`src/hw/rtl/kmc_pkg.sv`:
```
package kmc_pkg;

   // Depth of the folded byte history kept in the cell chain.
   localparam int HISTORY_DEPTH = 11;

   localparam logic [3:0] COUNT_MAX = 4'd15;
   localparam logic [7:0] FOLD_BIT  = 8'h20;

   localparam int NUM_PREFIX     = 5;
   localparam int PREFIX_MAX_LEN = 5;
   localparam int NUM_KEYS       = 25;
   localparam int KEY_MAX_LEN    = 12;
   localparam int NUM_GROUPS     = 6;

   localparam logic [6:0] CONF_UNKNOWN   = 7'd0;
   localparam logic [6:0] CONF_DEFAULT   = 7'd80;
   localparam logic [6:0] CONF_EMOTIONAL = 7'd75;
   localparam logic [6:0] CONF_CASUAL    = 7'd60;

   typedef enum logic [2:0] {
      GROUP_INFO      = 3'd0,
      GROUP_QUESTION  = 3'd1,
      GROUP_URGENT    = 3'd2,
      GROUP_EMOTIONAL = 3'd3,
      GROUP_PLANNING  = 3'd4,
      GROUP_HUMOR     = 3'd5
   } group_type;

   typedef enum logic [3:0] {
      CLASS_UNKNOWN   = 4'd0,
      CLASS_GREETING  = 4'd1,
      CLASS_INFO      = 4'd2,
      CLASS_QUESTION  = 4'd3,
      CLASS_URGENT    = 4'd4,
      CLASS_EMOTIONAL = 4'd5,
      CLASS_PLANNING  = 4'd6,
      CLASS_HUMOR     = 4'd7,
      CLASS_CASUAL    = 4'd8
   } class_type;

   typedef struct packed {
      logic [7:0] msg_byte;
      logic       has_byte;
      logic       end_of_message;
   } req_type;

   typedef struct packed {
      class_type  class_code;
      logic [6:0] confidence_pct;
   } rsp_type;

   typedef struct packed {
      logic shift;
      logic clear;
   } cell_ctrl_type;

   // Greeting prefixes, first character first.
   localparam logic [7:0] PREFIX_CHAR [NUM_PREFIX][PREFIX_MAX_LEN] = '{
      '{"h", "e", "y", 8'h00, 8'h00},
      '{"h", "i", 8'h00, 8'h00, 8'h00},
      '{"h", "e", "l", "l", "o"},
      '{"y", "o", 8'h00, 8'h00, 8'h00},
      '{"s", "u", "p", 8'h00, 8'h00}
   };
   localparam int PREFIX_LEN [NUM_PREFIX] = '{3, 2, 5, 2, 3};

   // Keywords are right justified: byte j holds the j-th character counted
   // back from the last one.
   localparam logic [8*KEY_MAX_LEN-1:0] KEY_TEXT [NUM_KEYS] = '{
      "did you know", "apparently",
      "?",
      "asap", "emergency", "need help", "urgent",
      "sad", "angry", "happy", "excited", "frustrated", "worried", "anxious",
      "love", "hate", "miss",
      "when", "where", "let's", "should we",
      "lol", "haha", "lmao", "hahaha"
   };
   localparam int KEY_LEN [NUM_KEYS] = '{
      12, 10, 1, 4, 9, 9, 6, 3, 5, 5, 7, 10, 7, 7, 4, 4, 4, 4, 5, 5, 9, 3, 4, 4, 6
   };
   localparam group_type KEY_GROUP [NUM_KEYS] = '{
      GROUP_INFO, GROUP_INFO,
      GROUP_QUESTION,
      GROUP_URGENT, GROUP_URGENT, GROUP_URGENT, GROUP_URGENT,
      GROUP_EMOTIONAL, GROUP_EMOTIONAL, GROUP_EMOTIONAL, GROUP_EMOTIONAL,
      GROUP_EMOTIONAL, GROUP_EMOTIONAL, GROUP_EMOTIONAL, GROUP_EMOTIONAL,
      GROUP_EMOTIONAL, GROUP_EMOTIONAL,
      GROUP_PLANNING, GROUP_PLANNING, GROUP_PLANNING, GROUP_PLANNING,
      GROUP_HUMOR, GROUP_HUMOR, GROUP_HUMOR, GROUP_HUMOR
   };

   function automatic logic [7:0] fold(input logic [7:0] value);
      return value | FOLD_BIT;
   endfunction

endpackage

```
`src/hw/rtl/kmc_hist_cell.sv`:
```
module kmc_hist_cell
   import kmc_pkg::*;
(
   input  logic          clock,
   input  logic          reset,
   input  cell_ctrl_type ctrl,
   input  logic [7:0]    prev_byte,
   input  logic          prev_valid,
   output logic [7:0]    cell_byte,
   output logic          cell_valid
);

   logic [7:0] byte_ff, byte_in;
   logic       valid_ff, valid_in;

   // A clear wins over a shift: the last byte of a message is never kept.
   always_comb begin
      byte_in  = ctrl.shift ? prev_byte : byte_ff;
      valid_in = valid_ff;
      if (ctrl.clear) begin
         valid_in = 1'b0;
      end else if (ctrl.shift) begin
         valid_in = prev_valid;
      end
   end

   always_ff @(posedge clock) begin
      byte_ff <= byte_in;
      if (reset) begin
         valid_ff <= 1'b0;
      end else begin
         valid_ff <= valid_in;
      end
   end

   assign cell_byte  = byte_ff;
   assign cell_valid = valid_ff;

endmodule

```
`src/hw/rtl/kmc_keyword_match.sv`:
```
module kmc_keyword_match
   import kmc_pkg::*;
(
   input  logic [7:0]                    cur_byte,
   input  logic [HISTORY_DEPTH-1:0][7:0] hist_byte,
   input  logic [HISTORY_DEPTH-1:0]      hist_valid,
   output logic [NUM_GROUPS-1:0]         group_hits
);

   // Every keyword is compared in parallel against the current byte and the
   // newest history cells; a cell that holds no byte of this message blocks it.
   always_comb begin
      logic hit;
      group_hits = '0;
      for (int k = 0; k < NUM_KEYS; k++) begin
         hit = (fold(KEY_TEXT[k][7:0]) == cur_byte);
         for (int j = 1; j < KEY_MAX_LEN; j++) begin
            if (j < KEY_LEN[k]) begin
               hit = hit && hist_valid[j-1]
                     && (hist_byte[j-1] == fold(KEY_TEXT[k][8*j +: 8]));
            end
         end
         if (hit) begin
            group_hits[KEY_GROUP[k]] = 1'b1;
         end
      end
   end

endmodule

```
`src/hw/rtl/keyword_message_classifier_core.sv`:
```
// Keyword message classifier.
//
// A message enters on the request channel one byte per request, with
// has_byte marking a real byte and end_of_message flagging the final
// request (a bare end request with has_byte low is allowed). Each byte is
// case-folded and shifted into a chain of history cells; all keyword and
// greeting-prefix compares run on the chain in parallel, so one request is
// taken every clock cycle with no gaps between messages, unless stalled.
// On the end request one response carries the class code and confidence in
// percent. It appears in the response register on the cycle after the end
// request is accepted and stays there until taken. Requests without the end
// flag keep flowing while a response waits; only an end request is stalled,
// and only while the response register is full and the receiver stalls it.
// Reset clears the history cells, byte count and hit flags and empties the
// response register; the block is ready for a request right after reset.
// The same clearing happens after every end request.
module keyword_message_classifier_core
   import kmc_pkg::*;
(
   input  logic    clock,
   input  logic    reset,
   input  logic    req_valid,
   output logic    req_stall,
   input  req_type req_payload,
   output logic    rsp_valid,
   input  logic    rsp_stall,
   output rsp_type rsp_payload
);

   logic [HISTORY_DEPTH-1:0][7:0] hist_byte;
   logic [HISTORY_DEPTH-1:0]      hist_valid;
   cell_ctrl_type                 cell_ctrl;

   logic [3:0]            count_ff, count_in, count_upd;
   logic [NUM_PREFIX-1:0] alive_ff, alive_in, alive_calc, alive_upd;
   logic                  greet_ff, greet_in, greet_calc, greet_upd;
   logic [NUM_GROUPS-1:0] group_ff, group_in, group_upd, key_hits;

   logic    rsp_valid_ff, rsp_valid_in;
   rsp_type rsp_ff, rsp_in, rsp_calc;

   logic       req_accept, end_accept;
   logic [7:0] cur_byte;

   // Only an end request needs the response register.
   assign req_stall  = req_payload.end_of_message && rsp_valid_ff && rsp_stall;
   assign req_accept = req_valid && !req_stall;
   assign end_accept = req_accept && req_payload.end_of_message;
   assign cur_byte   = fold(req_payload.msg_byte);

   assign cell_ctrl.shift = req_accept && req_payload.has_byte;
   assign cell_ctrl.clear = end_accept;

   // History chain: cell 0 takes the current folded byte, each later cell
   // takes its neighbor's byte on every shift.
   for (genvar i = 0; i < HISTORY_DEPTH; i++) begin : g_cell
      if (i == 0) begin : g_head
         kmc_hist_cell u_cell (
            .clock      (clock),
            .reset      (reset),
            .ctrl       (cell_ctrl),
            .prev_byte  (cur_byte),
            .prev_valid (1'b1),
            .cell_byte  (hist_byte[i]),
            .cell_valid (hist_valid[i])
         );
      end else begin : g_body
         kmc_hist_cell u_cell (
            .clock      (clock),
            .reset      (reset),
            .ctrl       (cell_ctrl),
            .prev_byte  (hist_byte[i-1]),
            .prev_valid (hist_valid[i-1]),
            .cell_byte  (hist_byte[i]),
            .cell_valid (hist_valid[i])
         );
      end
   end

   kmc_keyword_match u_match (
      .cur_byte   (cur_byte),
      .hist_byte  (hist_byte),
      .hist_valid (hist_valid),
      .group_hits (key_hits)
   );

   // Greeting prefixes are tracked by byte position. A prefix drops out at
   // its first mismatch; matching its last character raises the greeting flag.
   always_comb begin
      alive_calc = alive_ff;
      greet_calc = greet_ff;
      for (int p = 0; p < NUM_PREFIX; p++) begin
         if ((count_ff < PREFIX_LEN[p]) && alive_ff[p]) begin
            if (PREFIX_CHAR[p][count_ff[2:0]] != cur_byte) begin
               alive_calc[p] = 1'b0;
            end else if (count_ff == PREFIX_LEN[p] - 1) begin
               greet_calc = 1'b1;
            end
         end
      end
   end

   // Message state as it stands after the current request's byte.
   always_comb begin
      if (req_payload.has_byte) begin
         count_upd = (count_ff == COUNT_MAX) ? count_ff : count_ff + 4'd1;
         alive_upd = alive_calc;
         greet_upd = greet_calc;
         group_upd = group_ff | key_hits;
      end else begin
         count_upd = count_ff;
         alive_upd = alive_ff;
         greet_upd = greet_ff;
         group_upd = group_ff;
      end
   end

   always_comb begin
      if (end_accept) begin
         count_in = '0;
         alive_in = '1;
         greet_in = 1'b0;
         group_in = '0;
      end else if (req_accept) begin
         count_in = count_upd;
         alive_in = alive_upd;
         greet_in = greet_upd;
         group_in = group_upd;
      end else begin
         count_in = count_ff;
         alive_in = alive_ff;
         greet_in = greet_ff;
         group_in = group_ff;
      end
   end

   // Class in priority order: unknown for an empty message, then greeting, then
   // the keyword groups in their fixed order, with casual when nothing else hit.
   always_comb begin
      rsp_calc.class_code     = CLASS_CASUAL;
      rsp_calc.confidence_pct = CONF_CASUAL;
      if (count_upd == 4'd0) begin
         rsp_calc.class_code     = CLASS_UNKNOWN;
         rsp_calc.confidence_pct = CONF_UNKNOWN;
      end else if (greet_upd) begin
         rsp_calc.class_code     = CLASS_GREETING;
         rsp_calc.confidence_pct = CONF_DEFAULT;
      end else if (group_upd[GROUP_INFO]) begin
         rsp_calc.class_code     = CLASS_INFO;
         rsp_calc.confidence_pct = CONF_DEFAULT;
      end else if (group_upd[GROUP_QUESTION]) begin
         rsp_calc.class_code     = CLASS_QUESTION;
         rsp_calc.confidence_pct = CONF_DEFAULT;
      end else if (group_upd[GROUP_URGENT]) begin
         rsp_calc.class_code     = CLASS_URGENT;
         rsp_calc.confidence_pct = CONF_DEFAULT;
      end else if (group_upd[GROUP_EMOTIONAL]) begin
         rsp_calc.class_code     = CLASS_EMOTIONAL;
         rsp_calc.confidence_pct = CONF_EMOTIONAL;
      end else if (group_upd[GROUP_PLANNING]) begin
         rsp_calc.class_code     = CLASS_PLANNING;
         rsp_calc.confidence_pct = CONF_DEFAULT;
      end else if (group_upd[GROUP_HUMOR]) begin
         rsp_calc.class_code     = CLASS_HUMOR;
         rsp_calc.confidence_pct = CONF_DEFAULT;
      end
   end

   // Response register: holds while stalled, loads on an accepted end request.
   always_comb begin
      rsp_in = end_accept ? rsp_calc : rsp_ff;
      if (rsp_valid_ff && rsp_stall) begin
         rsp_valid_in = 1'b1;
      end else begin
         rsp_valid_in = end_accept;
      end
   end

   always_ff @(posedge clock) begin
      rsp_ff <= rsp_in;
      if (reset) begin
         count_ff     <= '0;
         alive_ff     <= '1;
         greet_ff     <= 1'b0;
         group_ff     <= '0;
         rsp_valid_ff <= 1'b0;
      end else begin
         count_ff     <= count_in;
         alive_ff     <= alive_in;
         greet_ff     <= greet_in;
         group_ff     <= group_in;
         rsp_valid_ff <= rsp_valid_in;
      end
   end

   assign rsp_valid   = rsp_valid_ff;
   assign rsp_payload = rsp_ff;

   // An accepted end request always leaves a response behind.
   a_end_gives_rsp: assert property (@(posedge clock) disable iff (reset)
      end_accept |=> rsp_valid_ff)
      else $error("end request accepted without a response");

   // Message state is cleared after every end request.
   a_end_clears: assert property (@(posedge clock) disable iff (reset)
      end_accept |=> (count_ff == 4'd0) && (alive_ff == '1) && !greet_ff
                     && (group_ff == '0) && !hist_valid[0])
      else $error("message state not cleared after end request");

   // The newest history cell holds a byte exactly when the message has one.
   a_head_cell_count: assert property (@(posedge clock) disable iff (reset)
      hist_valid[0] == (count_ff != 4'd0))
      else $error("history head disagrees with byte count");

   // Hits can only come from bytes of the current message.
   a_hits_need_bytes: assert property (@(posedge clock) disable iff (reset)
      (count_ff == 4'd0) |-> (!greet_ff && (group_ff == '0)))
      else $error("hit flags set on an empty message");

   // A waiting, stalled response is never overwritten.
   a_rsp_hold: assert property (@(posedge clock) disable iff (reset)
      (rsp_valid_ff && rsp_stall) |=> rsp_valid_ff && (rsp_ff == $past(rsp_ff)))
      else $error("stalled response changed");

endmodule

```
`config.mk`:
```
export PLATFORM = sky130hd
export DESIGN_NAME = keyword_message_classifier_core
export DESIGN_NICKNAME = d
export VERILOG_FILES = /design/src/hw/rtl/kmc_pkg.sv /design/src/hw/rtl/kmc_hist_cell.sv /design/src/hw/rtl/kmc_keyword_match.sv /design/src/hw/rtl/keyword_message_classifier_core.sv
export SDC_FILE = /design/constraint.sdc
export NUM_CORES = 1
export LEC_CHECK = 0
export ABC_AREA = 1
export BUFFER_PORTS_ARGS = -buffer_cell sky130_fd_sc_hd__buf_2
export CAP_MARGIN = 25
export CELL_PAD_IN_SITES_DETAIL_PLACEMENT = 2
export CELL_PAD_IN_SITES_GLOBAL_PLACEMENT = 2
export CORE_AREA = 4 4 134 136
export CTS_BUF_LIST = sky130_fd_sc_hd__clkbuf_4 sky130_fd_sc_hd__clkbuf_8 sky130_fd_sc_hd__clkbuf_16
export DETAILED_ROUTE_END_ITERATION = 16
export DIE_AREA = 0 0 138 140
export HOLD_SLACK_MARGIN = 0.06
export PLACE_DENSITY_LB_ADDON = 0.25
export SYNTH_ARGS = -nofsm -noshare
export SYNTH_HDL_FRONTEND = slang
export SYNTH_HIERARCHICAL = 1
export SYNTH_SLANG_ARGS = --single-unit
```
`constraint.sdc`:
```
create_clock -name clock -period 13.8 [get_ports clock]
set_input_delay 1.38 -clock clock [delete_from_list [all_inputs] [get_ports clock]]
set_output_delay 1.38 -clock clock [all_outputs]
set_load 0.01 [all_outputs]
```
==> run_results.csv, run 1 <==
group,metric,value,unit
outcome,status,"completed",
sta,hold_violations,0,
power,ir_drop,0.101,mV
yosys,synth_cell_types,40,
setup_path,max_stage_delay,0.45,ns
place,dp_worst_setup_slack,9.54,ns
clock_network,numClockSinks,124,
routing,antenna_violating_nets_post_route,0,
global_route,antenna_violations_before_repair,0,
place,dpl_cells,1096,
sta,totalNegativeSetupSlack,0,ns
floorplan,floorplan.die.width,138,um
clock_network,clk-insertion-delay-late,0.44,ns
yosys,synth.ff_latch_count,124,
sta,setup_violations,0,
floorplan,die_y,140,um
sta,timing.fmax,255,MHz
place,weighted_congestion_reported_at_the_end_of_routability_driven_placement,0.906,
sta,max_slew.worst_pin.slew,0.955,ns
setup_path,critPathTopFamily,"simple AND/OR/NAND/NOR gates",
cells_and_area,final_layout_size_suffix_gt1_share,11.7,%
yosys,synthesized_area,0.00679,sq mm
floorplan,design.core.area,0.0169,sq mm
global_route,global_route.overflow_total,0,
place,post_dp_cell_area,0.00716,sq mm
clock_network,cts-htree-levels,4,
setup_path,worst-endpoint-required,14.00,ns
global_route,largest_net_degree_at_the_start_of_global_routing,84,
routing,avgViaCountPerCell,5.53,
floorplan,boundaryPins,27,
min_path,hold_path.class,"register to register",
setup_path,cp_max_fo,11,
yosys,synth_largest_area_cell,"edfxtp_1",
global_route,first_pass_grt_wire_length,40800,um
global_route,groute.usage.overall,27.6,%
cells_and_area,layout.filler_cells,1932,
routing,drt_iter0_markers,436,
clock_network,postCtsResizedCells,0,
sta,post_route_skew,0.0235,ns
setup_path,worst_setup_path_start_kind,"input port",
sta,setup_repair_after_global_routing_missed_its_margin,"no",
cells_and_area,multiInputGateArea,0.00281,sq mm
sta,min_period,3.93,ns
cells_and_area,seq_area,0.00344,sq mm
clock_network,tritoncts.num_buffers,17,
yosys,synth_top_cell_area_share,42.4,%
sta,final.hold.worst_slack,0.448,ns
place,io_buffers,25,
clock_network,cts_root_buf,"clkbuf_16",
setup_path,crit_chain,"buf_2 > nor2_1 > nand2_2 > nor2_2 > nand3_1 > nor2_1 > nor2_1 > nor2_1 > nor2_1 > nand2_1 > a21oi_1 > inv_1 > nor3_1 > inv_1 > nor3_1 > nand3_1 > nand2_1 > inv_1",
sta,postLayoutSetupSlackWorst,9.87,ns
setup_path,timing.setup.critical_path_class,"input port to register",
cells_and_area,layout_commonest_cell,"nand2_1",
clock_network,cts.clk_slew.worst_paths,0.06,ns
yosys,syn_avg_cell_area,7.99,sq um
cells_and_area,most_used_cells_in_the_layout_excluding_fill_and_tap_cells,"nand2_1, nor2_1, inv_1",
cells_and_area,final_area,0.00782,sq mm
setup_path,cp_slowest_cell,"a21oi_1",
setup_path,critical_path_arrival,4.13,ns
global_route,number_of_global_route_vias_before_repair,6936,
cells_and_area,design.final.nets,911,
clock_network,postCtsSetupBuffers,0,
power,power.density_cell_area,129,mW/mm^2
sta,final_max_slew_viol_count,0,
power,p_leak,3.18,nW
routing,vias,6246,
routing,routed_wire_length_per_instance,23.3,um
clock_network,hold_buffers,0,
clock_network,cts.path.max_buffers,2,
yosys,total_number_of_yosys_warnings,6,
setup_path,critical_path_buf_inv_count,4,
yosys,postSynthCellCount,850,
yosys,synth_top_cells_by_area,"edfxtp_1, nand2_1, nor2_1",
place,detailed_place_hpwl,18700,um
yosys,sequential_cell_area_fraction_in_the_yosys_report,50.7,%
sta,timing.max_slew.rel_slack,36.2,%
routing,first_pass_iters,5,
sta,layout_worst_path_cycle_share,28.5,%
clock_network,cts_tree,"built",
floorplan,die_outline_area,0.0193,sq mm
routing,drt_drc_violations_left,0,
run,drv.max_cap_violation_count,0,
setup_path,timing.critical_path.mode_cell,"nor2_1",
cells_and_area,antenna-diode-count,0,
cells_and_area,area_growth_syn_to_layout,15.1,%
floorplan,core.rowCount,48,
floorplan,initial_cell_density_of_the_core,40.1,%
routing,routed_wl,26400,um
cells_and_area,layout.cells.non_filler,1129,
setup_path,critPathCaptureType,"register",
[cell usage after synthesis (all sizes together)]
library cell	number
a211oi	2
dfxtp	28
o211ai	2
nand4	28
xor2	4
a21oi	17
and2	1
o31ai	3
nor3	41
nand3b	5
a21boi	1
nand3	78
clkbuf	3
or2	1
nand2	190
o22ai	2
xnor2	1
nor3b	6
nor4	6
edfxtp	96
ha	6
o21ai	10
inv	131
nor2	182
conb	1
buf	5
[worst paths after layout]
kind / startpoint / end / slack [ns] / depth (start not counted)
setup / recovery: req_payload[2] / rsp_payload[6]$_SDFFCE_PP0P_ / 9.87 / 18
setup reg to reg: g_cell[0].g_head.u_cell/cell_byte[7]$_DFFE_PP_ / rsp_payload[4]$_SDFFCE_PP0P_ / 10.25 / 18
hold / removal: g_cell[9].g_body.u_cell/cell_byte[0]$_DFFE_PP_ / g_cell[10].g_body.u_cell/cell_byte[0]$_DFFE_PP_ / 0.45 / 0
hold reg to reg: g_cell[9].g_body.u_cell/cell_byte[0]$_DFFE_PP_ / g_cell[10].g_body.u_cell/cell_byte[0]$_DFFE_PP_ / 0.45 / 0
[final cells by class]
| cell class | instances | share of cell area [%] |
|---|---|---|
| Clock inverter | 10 | 2.11 |
| Clock buffer | 22 | 6.00 |
| Tap cell | 225 | 3.60 |
| Inverter | 131 | 6.29 |
| Sequential cell | 124 | 44.0 |
| Multi-Input combinational cell | 590 | 35.9 |
| Timing Repair Buffer | 27 | 2.05 |
[metal layers]
layer	up-vias	wire length, um	GRT usage [%]
met4	0	1190	13.8
met3	80	1240	5.50
met5	-	0	0
li1	2855	-	-
met1	3092	10900	32.6
met2	219	13100	47.9
[metrics by stage]
stage	total power [mW]	util (%)
6_report	1.01	46.2
3_5_place_dp	0.518	42.3
5_1_grt	1.04	46.2
3_3_place_gp	0.510	42.3
4_1_cts	1.01	46.0
2_1_floorplan	0.490	-
[kinds of logic (layout without fill, tap and decap cells)]
group,Yosys count,in the layout,synth area share (%)
xor gates and xnor gates,5,5,0.645
buffers and inverters,139,190,8.22
DFF,124,124,50.7
adders and majority gates,6,6,1.11
other,1,4,0.0552
AOI/OAI and AO/OA,37,37,3.17
and+or+nand+nor,538,538,36.1
[where the power goes]
group	leakage [nW]	switching (mW)	internal (mW)
Clock	0.307	0.178	0.316
Combinational	1.75	0.0574	0.0212
Sequential	1.13	0.0165	0.419
[registers in the layout (all words and copies together), names as in the netlist]
name                             flops
g_cell.g_body.u_cell/cell_byte      80
rsp_payload                          8
g_cell.g_head.u_cell/cell_valid      1
count_ff                             4
group_ff                             6
g_cell.g_head.u_cell/cell_byte       8
alive_ff                             5
rsp_valid                            1
greet_ff                             1
g_cell.g_body.u_cell/cell_valid     10
Note: power is estimated with default switching activity, not from simulation.
==> run 2: changes to the inputs <==
- ABC_AREA: 1 -> 0
- CORE_AREA: 4 4 134 136 -> 4 4 128 130
- DIE_AREA: 0 0 138 140 -> 0 0 132 134
- clock period: 13.8 -> 4 ns (I/O delays scaled with it)
==> run_results.csv, run 2 <==
group,metric,value,unit
yosys,syn_avg_cell_area,11.5,sq um
cells_and_area,largest_register_ff_count,80,
setup_path,r2r.worst_path.cells,10,
yosys,synth_top_cells_by_area,"edfxtp_1, dfxtp_1, nor4_1",
yosys,total_number_of_yosys_warnings,6,
sta,hold_violations,0,
clock_network,postCtsResizedCells,0,
floorplan,die_outline_area,0.0177,sq mm
global_route,groute.usage.overall,24.5,%
cells_and_area,antenna-diode-count,0,
setup_path,critical_path_arrival,3.83,ns
power,ir_drop,0.230,mV
routing,first_pass_iters,5,
cells_and_area,area_growth_syn_to_layout,16.8,%
floorplan,floorplan.die.width,132,um
setup_path,worst_setup_path_start_kind,"register",
clock_network,cts.path.max_buffers,2,
setup_path,timing.critical_path.mode_cell,"a21oi_1",
yosys,synth.most_common_cell,"edfxtp_1",
sta,max_slew.worst_pin.slew,0.778,ns
yosys,synth-main-ff-cell,"edfxtp_1",
clock_network,postCtsSetupBuffers,0,
sta,post_route_skew,0.00550,ns
sta,timing.max_slew.rel_slack,47.4,%
yosys,netlist_top_cells_count,"edfxtp_1, nor2_1, nand2_1",
global_route,antenna_violations_before_repair,0,
clock_network,cts_tree,"built",
sta,final_max_slew_viol_count,0,
setup_path,cp_max_fo,5,
routing,avgViaCountPerCell,6.48,
power,report.power.total,3.31,mW
place,detailed_place_hpwl,15200,um
min_path,hold_depth,1,
routing,vias,5205,
setup_path,crit_cells,10,
yosys,synth-async-reset-ratio,0,%
clock_network,clk-insertion-delay-late,0.42,ns
setup_path,max_stage_delay,0.65,ns
floorplan,design.core.area,0.0151,sq mm
yosys,synth_top_cell_area_share,45.8,%
clock_network,cts-htree-levels,4,
routing,drt_drc_violations_left,0,
routing,routed_wl,21300,um
floorplan,die_y,134,um
floorplan,boundaryPins,27,
global_route,global_route.overflow_total,0,
yosys,sequential_cell_area_fraction_in_the_yosys_report,54.7,%
sta,min_period,3.69,ns
global_route,largest_net_degree_at_the_start_of_global_routing,76,
power,power.density_cell_area,450,mW/mm^2
run,drv.max_cap_violation_count,0,
cells_and_area,final_layout_size_suffix_gt1_share,18.0,%
clock_network,cts_root_buf,"clkbuf_16",
setup_path,crit_chain,"nand4b_1 > or4b_1 > or4_1 > o22ai_1 > a41oi_1 > o221ai_1 > a21oi_1 > a21boi_0 > a21oi_1 > nor4_1",
sta,layout_worst_path_cycle_share,92.4,%
yosys,postSynthCellCount,548,
global_route,first_pass_grt_wire_length,33200,um
sta,totalNegativeSetupSlack,0,ns
setup_path,cp_slowest_cell,"or4b_1",
yosys,post_synth_edffs,96,
floorplan,initial_cell_density_of_the_core,41.6,%
cells_and_area,layout_commonest_cell,"edfxtp_1",
cells_and_area,most_used_cells_in_the_layout_excluding_fill_and_tap_cells,"edfxtp_1, nor2_1, nand2_1",
power,p_leak,2.36,nW
sta,setup_violations,0,
clock_network,hold_buffers,0,
cells_and_area,design.final.nets,623,
global_route,number_of_global_route_vias_before_repair,5484,
cells_and_area,layout.filler_cells,1511,
outcome,status,"completed",
yosys,synth_largest_area_cell,"edfxtp_1",
routing,routed_wire_length_per_instance,26.5,um
place,weighted_congestion_reported_at_the_end_of_routability_driven_placement,0.961,
yosys,synthesized_area,0.00630,sq mm
setup_path,critPathTopFamily,"simple AND/OR/NAND/NOR gates",
setup_path,critPathCaptureType,"register",
floorplan,core.rowCount,45,
sta,setup_repair_after_global_routing_missed_its_margin,"no",
place,io_buffers,25,
setup_path,worst-endpoint-required,4.13,ns
yosys,synth.ff_latch_count,124,
clock_network,cts.clk_slew.worst_paths,0.05,ns
clock_network,numClockSinks,124,
routing,antenna_violating_nets_post_route,0,
clock_network,tritoncts.num_buffers,17,
setup_path,timing.setup.critical_path_class,"register to register",
routing,drt_iter0_markers,477,
sta,timing.fmax,271,MHz
min_path,hold_path.class,"input port to register",
setup_path,critical_path_buf_inv_count,0,
yosys,synth_cell_types,79,
==> run 2: cells by family after synthesis <==
logic type,count (synthesis),share of synthesized area (%)
buffers and inverters,30,2.56
AO/OA/AOI/OAI,72,8.47
AND/OR/NAND/NOR,296,30.1
multiplexers,13,2.07
XOR/XNOR,6,0.835
flip-flops,124,54.7
other,1,0.0596
adder cells (fa/ha/maj),6,1.19
==> run 2: layer usage <==
metal / up-vias / part of all wire (%) / wire length, um / track usage [%]
li1: 2268 / - / - / -
met1: 2714 / 44 / 9460 / 33.8
met2: 197 / 48 / 10200 / 39.5
met3: 26 / 6.3 / 1340 / 5.44
met4: 0 / 1.2 / 263 / 5.83
met5: - / 0 / 0 / 0
==> run 2: metrics by stage <==
stage	util (%)	worst slack, ns	instance area (sq um)	hold WS (ns)	instances
after floorplan	-	0.267	6310	0.417	551
after global placement	44.5	0.378	6740	0.424	772
after detailed placement	44.5	0.310	6740	0.432	772
after CTS	48.5	0.356	7350	0.236	803
after global routing	48.5	0.0794	7350	0.246	803
final	48.5	0.306	7350	0.259	803
==> run 2: layout make-up <==
cell class | count | area [sq um] | share of cell area, %
clock buffers | 19 | 440 | 5.99
clock inverters | 12 | 171 | 2.33
inverters | 18 | 70.1 | 0.953
multi-input cells | 397 | 2700 | 36.8
flip-flops and latches | 124 | 3440 | 46.8
well taps | 188 | 235 | 3.20
repair buffers | 45 | 288 | 3.91
==> run 2: final timing paths <==
kind | from | endpoint | slack [ns]
max reg2reg | g_cell[1].g_body.u_cell/cell_byte[7]$_DFFE_PP_ | rsp_payload[8]$_SDFFCE_PP0P_ | 0.31
min reg2reg | g_cell[4].g_body.u_cell/cell_byte[7]$_DFFE_PP_ | g_cell[5].g_body.u_cell/cell_byte[7]$_DFFE_PP_ | 0.44
max | g_cell[1].g_body.u_cell/cell_byte[7]$_DFFE_PP_ | rsp_payload[8]$_SDFFCE_PP0P_ | 0.31
min | req_payload[9] | g_cell[0].g_head.u_cell/cell_byte[7]$_DFFE_PP_ | 0.26
==> run 2: power breakdown <==
group / total, mW / internal, mW / switching (mW)
Clock: 1.62 / 1.05 / 0.575
Sequential: 1.48 / 1.44 / 0.0449
Combinational: 0.204 / 0.0689 / 0.135
Total: 3.31 / 2.56 / 0.755
==> run 3: changes to the inputs <==
- CORE_AREA: 4 4 128 130 -> 4 4 134 136
- DIE_AREA: 0 0 132 134 -> 0 0 138 140
- clock period: 4 -> 3 ns (I/O delays scaled with it)
==> run_results.csv, run 3 (synthesis gave the netlist of run 2 again) <==
group,metric,value,unit
cells_and_area,layout.filler_cells,1714,
global_route,groute.usage.overall,27.1,%
floorplan,die_outline_area,0.0193,sq mm
sta,layout_worst_path_cycle_share,108,%
sta,min_period,3.24,ns
setup_path,max_stage_delay,0.59,ns
routing,first_pass_iters,5,
clock_network,hold_buffers,0,
global_route,global_route.usage.met3,6.45,%
global_route,largest_net_degree_at_the_start_of_global_routing,65,
routing,routed_wl,26800,um
setup_path,critical_path_buf_inv_count,0,
sta,postLayoutSetupSlackWorst,-0.239,ns
power,power.density_cell_area,505,mW/mm^2
clock_network,cts_root_buf,"clkbuf_16",
floorplan,die_y,140,um
floorplan,design.core.area,0.0169,sq mm
place,weighted_congestion_reported_at_the_end_of_routability_driven_placement,0.968,
sta,setup_violations,8,
setup_path,worst-endpoint-required,3.15,ns
setup_path,cp_max_fo,4,
setup_path,cp_slowest_cell,"or4_4",
routing,antenna_violating_nets_post_route,0,
routing,avgViaCountPerCell,5.97,
setup_path,critPathTopFamily,"simple AND/OR/NAND/NOR gates",
clock_network,clk-insertion-delay-late,0.44,ns
power,ir_drop,0.429,mV
cells_and_area,most_used_cells_in_the_layout_excluding_fill_and_tap_cells,"buf_4, edfxtp_1, nor2_1",
cells_and_area,design.final.nets,747,
clock_network,cts_tree,"built",
sta,setup_repair_after_global_routing_missed_its_margin,"yes",
routing,drt_drc_violations_left,0,
cells_and_area,multiInputGateArea,0.00306,sq mm
outcome,violations,"setup timing",
run,drv.max_cap_violation_count,0,
clock_network,tritoncts.num_buffers,17,
clock_network,cts.path.max_buffers,2,
cells_and_area,seq_area,0.00344,sq mm
global_route,busiest_layer,"met2",
cells_and_area,largest_register_ff_count,80,
setup_path,worst_setup_path_start_kind,"register",
cells_and_area,layout_commonest_cell,"buf_4",
setup_path,timing.setup.critical_path_class,"register to register",
routing,drt_iter0_markers,373,
sta,timing.fmax,309,MHz
floorplan,boundaryPins,27,
setup_path,critPathCaptureType,"register",
outcome,status,"complete, but fails checks",
floorplan,core.rowCount,48,
cells_and_area,antenna-diode-count,0,
place,detailed_place_hpwl,18400,um
place,dp_worst_setup_slack,-0.518,ns
floorplan,floorplan.die.width,138,um
sta,post_route_skew,0.0109,ns
global_route,first_pass_grt_wire_length,39300,um
setup_path,crit_chain,"nand4b_1 > or4b_4 > or4_4 > o22ai_4 > a41oi_2 > o221ai_2 > a21oi_2 > a21boi_2 > a21oi_1 > nor4_1",
global_route,met1_track_demand_over_resource_in_global_routing,32.9,%
cells_and_area,area_growth_syn_to_layout,38.0,%
routing,vias,5762,
place,io_buffers,25,
sta,max_slew.worst_pin.slew,0.809,ns
clock_network,cts.clk_slew.worst_paths,0.06,ns
clock_network,cts-htree-levels,4,
cells_and_area,final_layout_size_suffix_gt1_share,39.5,%
cells_and_area,finalCoreUtilization,51.3,%
setup_path,critical_path_arrival,3.38,ns
min_path,hold_path.class,"input port to register",
global_route,number_of_global_route_vias_before_repair,6312,
routing,routed_wire_length_per_instance,27.8,um
sta,final_max_slew_viol_count,0,
sta,timing.max_slew.rel_slack,46.0,%
global_route,met2_usage_in_global_routing,46.1,%
power,p_leak,3.04,nW
global_route,global_route.overflow_total,0,
global_route,antenna_violations_before_repair,0,
sta,hold_violations,0,
floorplan,initial_cell_density_of_the_core,37.2,%
clock_network,numClockSinks,124,
==> run 3: cell count changes in the layout (fill, tap and decap cells not counted), moves of 3 or more <==
cell	before	now
nor3_1	19	16
clkinv_2	0	3
or4_1	10	2
buf_4	19	139
nor4_1	27	18
or4_4	2	10
inv_6	1	4
a21oi_2	0	4
nand2_1	38	35
clkinv_1	3	0
o21ai_0	13	9
a21oi_1	18	13
bufinv_16	4	1
nor4_2	0	7
==> run 3: per-layer routing <==
layer	vias to the layer above	wire length [um]
met2	211	13400
met5	-	0
met1	2956	10900
li1	2528	-
met4	0	986
met3	67	1480
==> run 3: final timing paths <==
path	cells past startpoint	slack, ns	start	end
max	10	-0.24	g_cell[1].g_body.u_cell/cell_byte[7]$_DFFE_PP_	rsp_payload[8]$_SDFFCE_PP0P_
min	2	0.19	req_payload[9]	g_cell[0].g_head.u_cell/cell_byte[7]$_DFFE_PP_
max reg2reg	10	-0.24	g_cell[1].g_body.u_cell/cell_byte[7]$_DFFE_PP_	rsp_payload[8]$_SDFFCE_PP0P_
min reg2reg	0	0.44	g_cell[4].g_body.u_cell/cell_byte[5]$_DFFE_PP_	g_cell[5].g_body.u_cell/cell_byte[5]$_DFFE_PP_
==> run 3: final cells by class <==
| cell class | instances | share of cell area (%) |
|---|---|---|
| sequential | 124 | 39.7 |
| timing repair buffer | 169 | 14.4 |
| clock buffer | 20 | 5.30 |
| inverter | 18 | 0.821 |
| clock inverter | 12 | 1.30 |
| multi-input combinational | 397 | 35.3 |
| tap | 225 | 3.24 |
==> run 3: metrics by stage <==
step	TNS, ns	cells	area, sq um	hold WS [ns]	total power [mW]
after floorplan	0	551	6310	0.371	2.16
after global placement	-2.05	917	7610	0.420	2.32
after detailed placement	-3.08	917	7610	0.430	2.34
after CTS	-0.583	959	8510	0.155	4.36
after global routing	-2.04	965	8690	0.185	4.53
final	-1.36	965	8690	0.190	4.39
==> run 3: worst register-to-register path: stages, from the launching register on <==
cell and delay (ns):
edfxtp_1 0.39, nand4b_1 0.24, or4b_4 0.57, or4_4 0.59, o22ai_4 0.18, a41oi_2 0.14
o221ai_2 0.28, a21oi_2 0.13, a21boi_2 0.21, a21oi_1 0.16, nor4_1 0.06
==> run 3: power breakdown <==
part / total [mW] / internal, mW / switching (mW)
combinational: 0.370 / 0.146 / 0.224
clock: 2.05 / 1.20 / 0.850
sequential: 1.97 / 1.92 / 0.0493
==> run 3: repair_timing <==
item                                    in CTS  in global routing
buffers inserted                            10                  6
endpoints found under the setup margin       9                 10
endpoints found under the hold margin        0                  0
pin swaps                                   28                 11
gates resized for setup                     50                 24
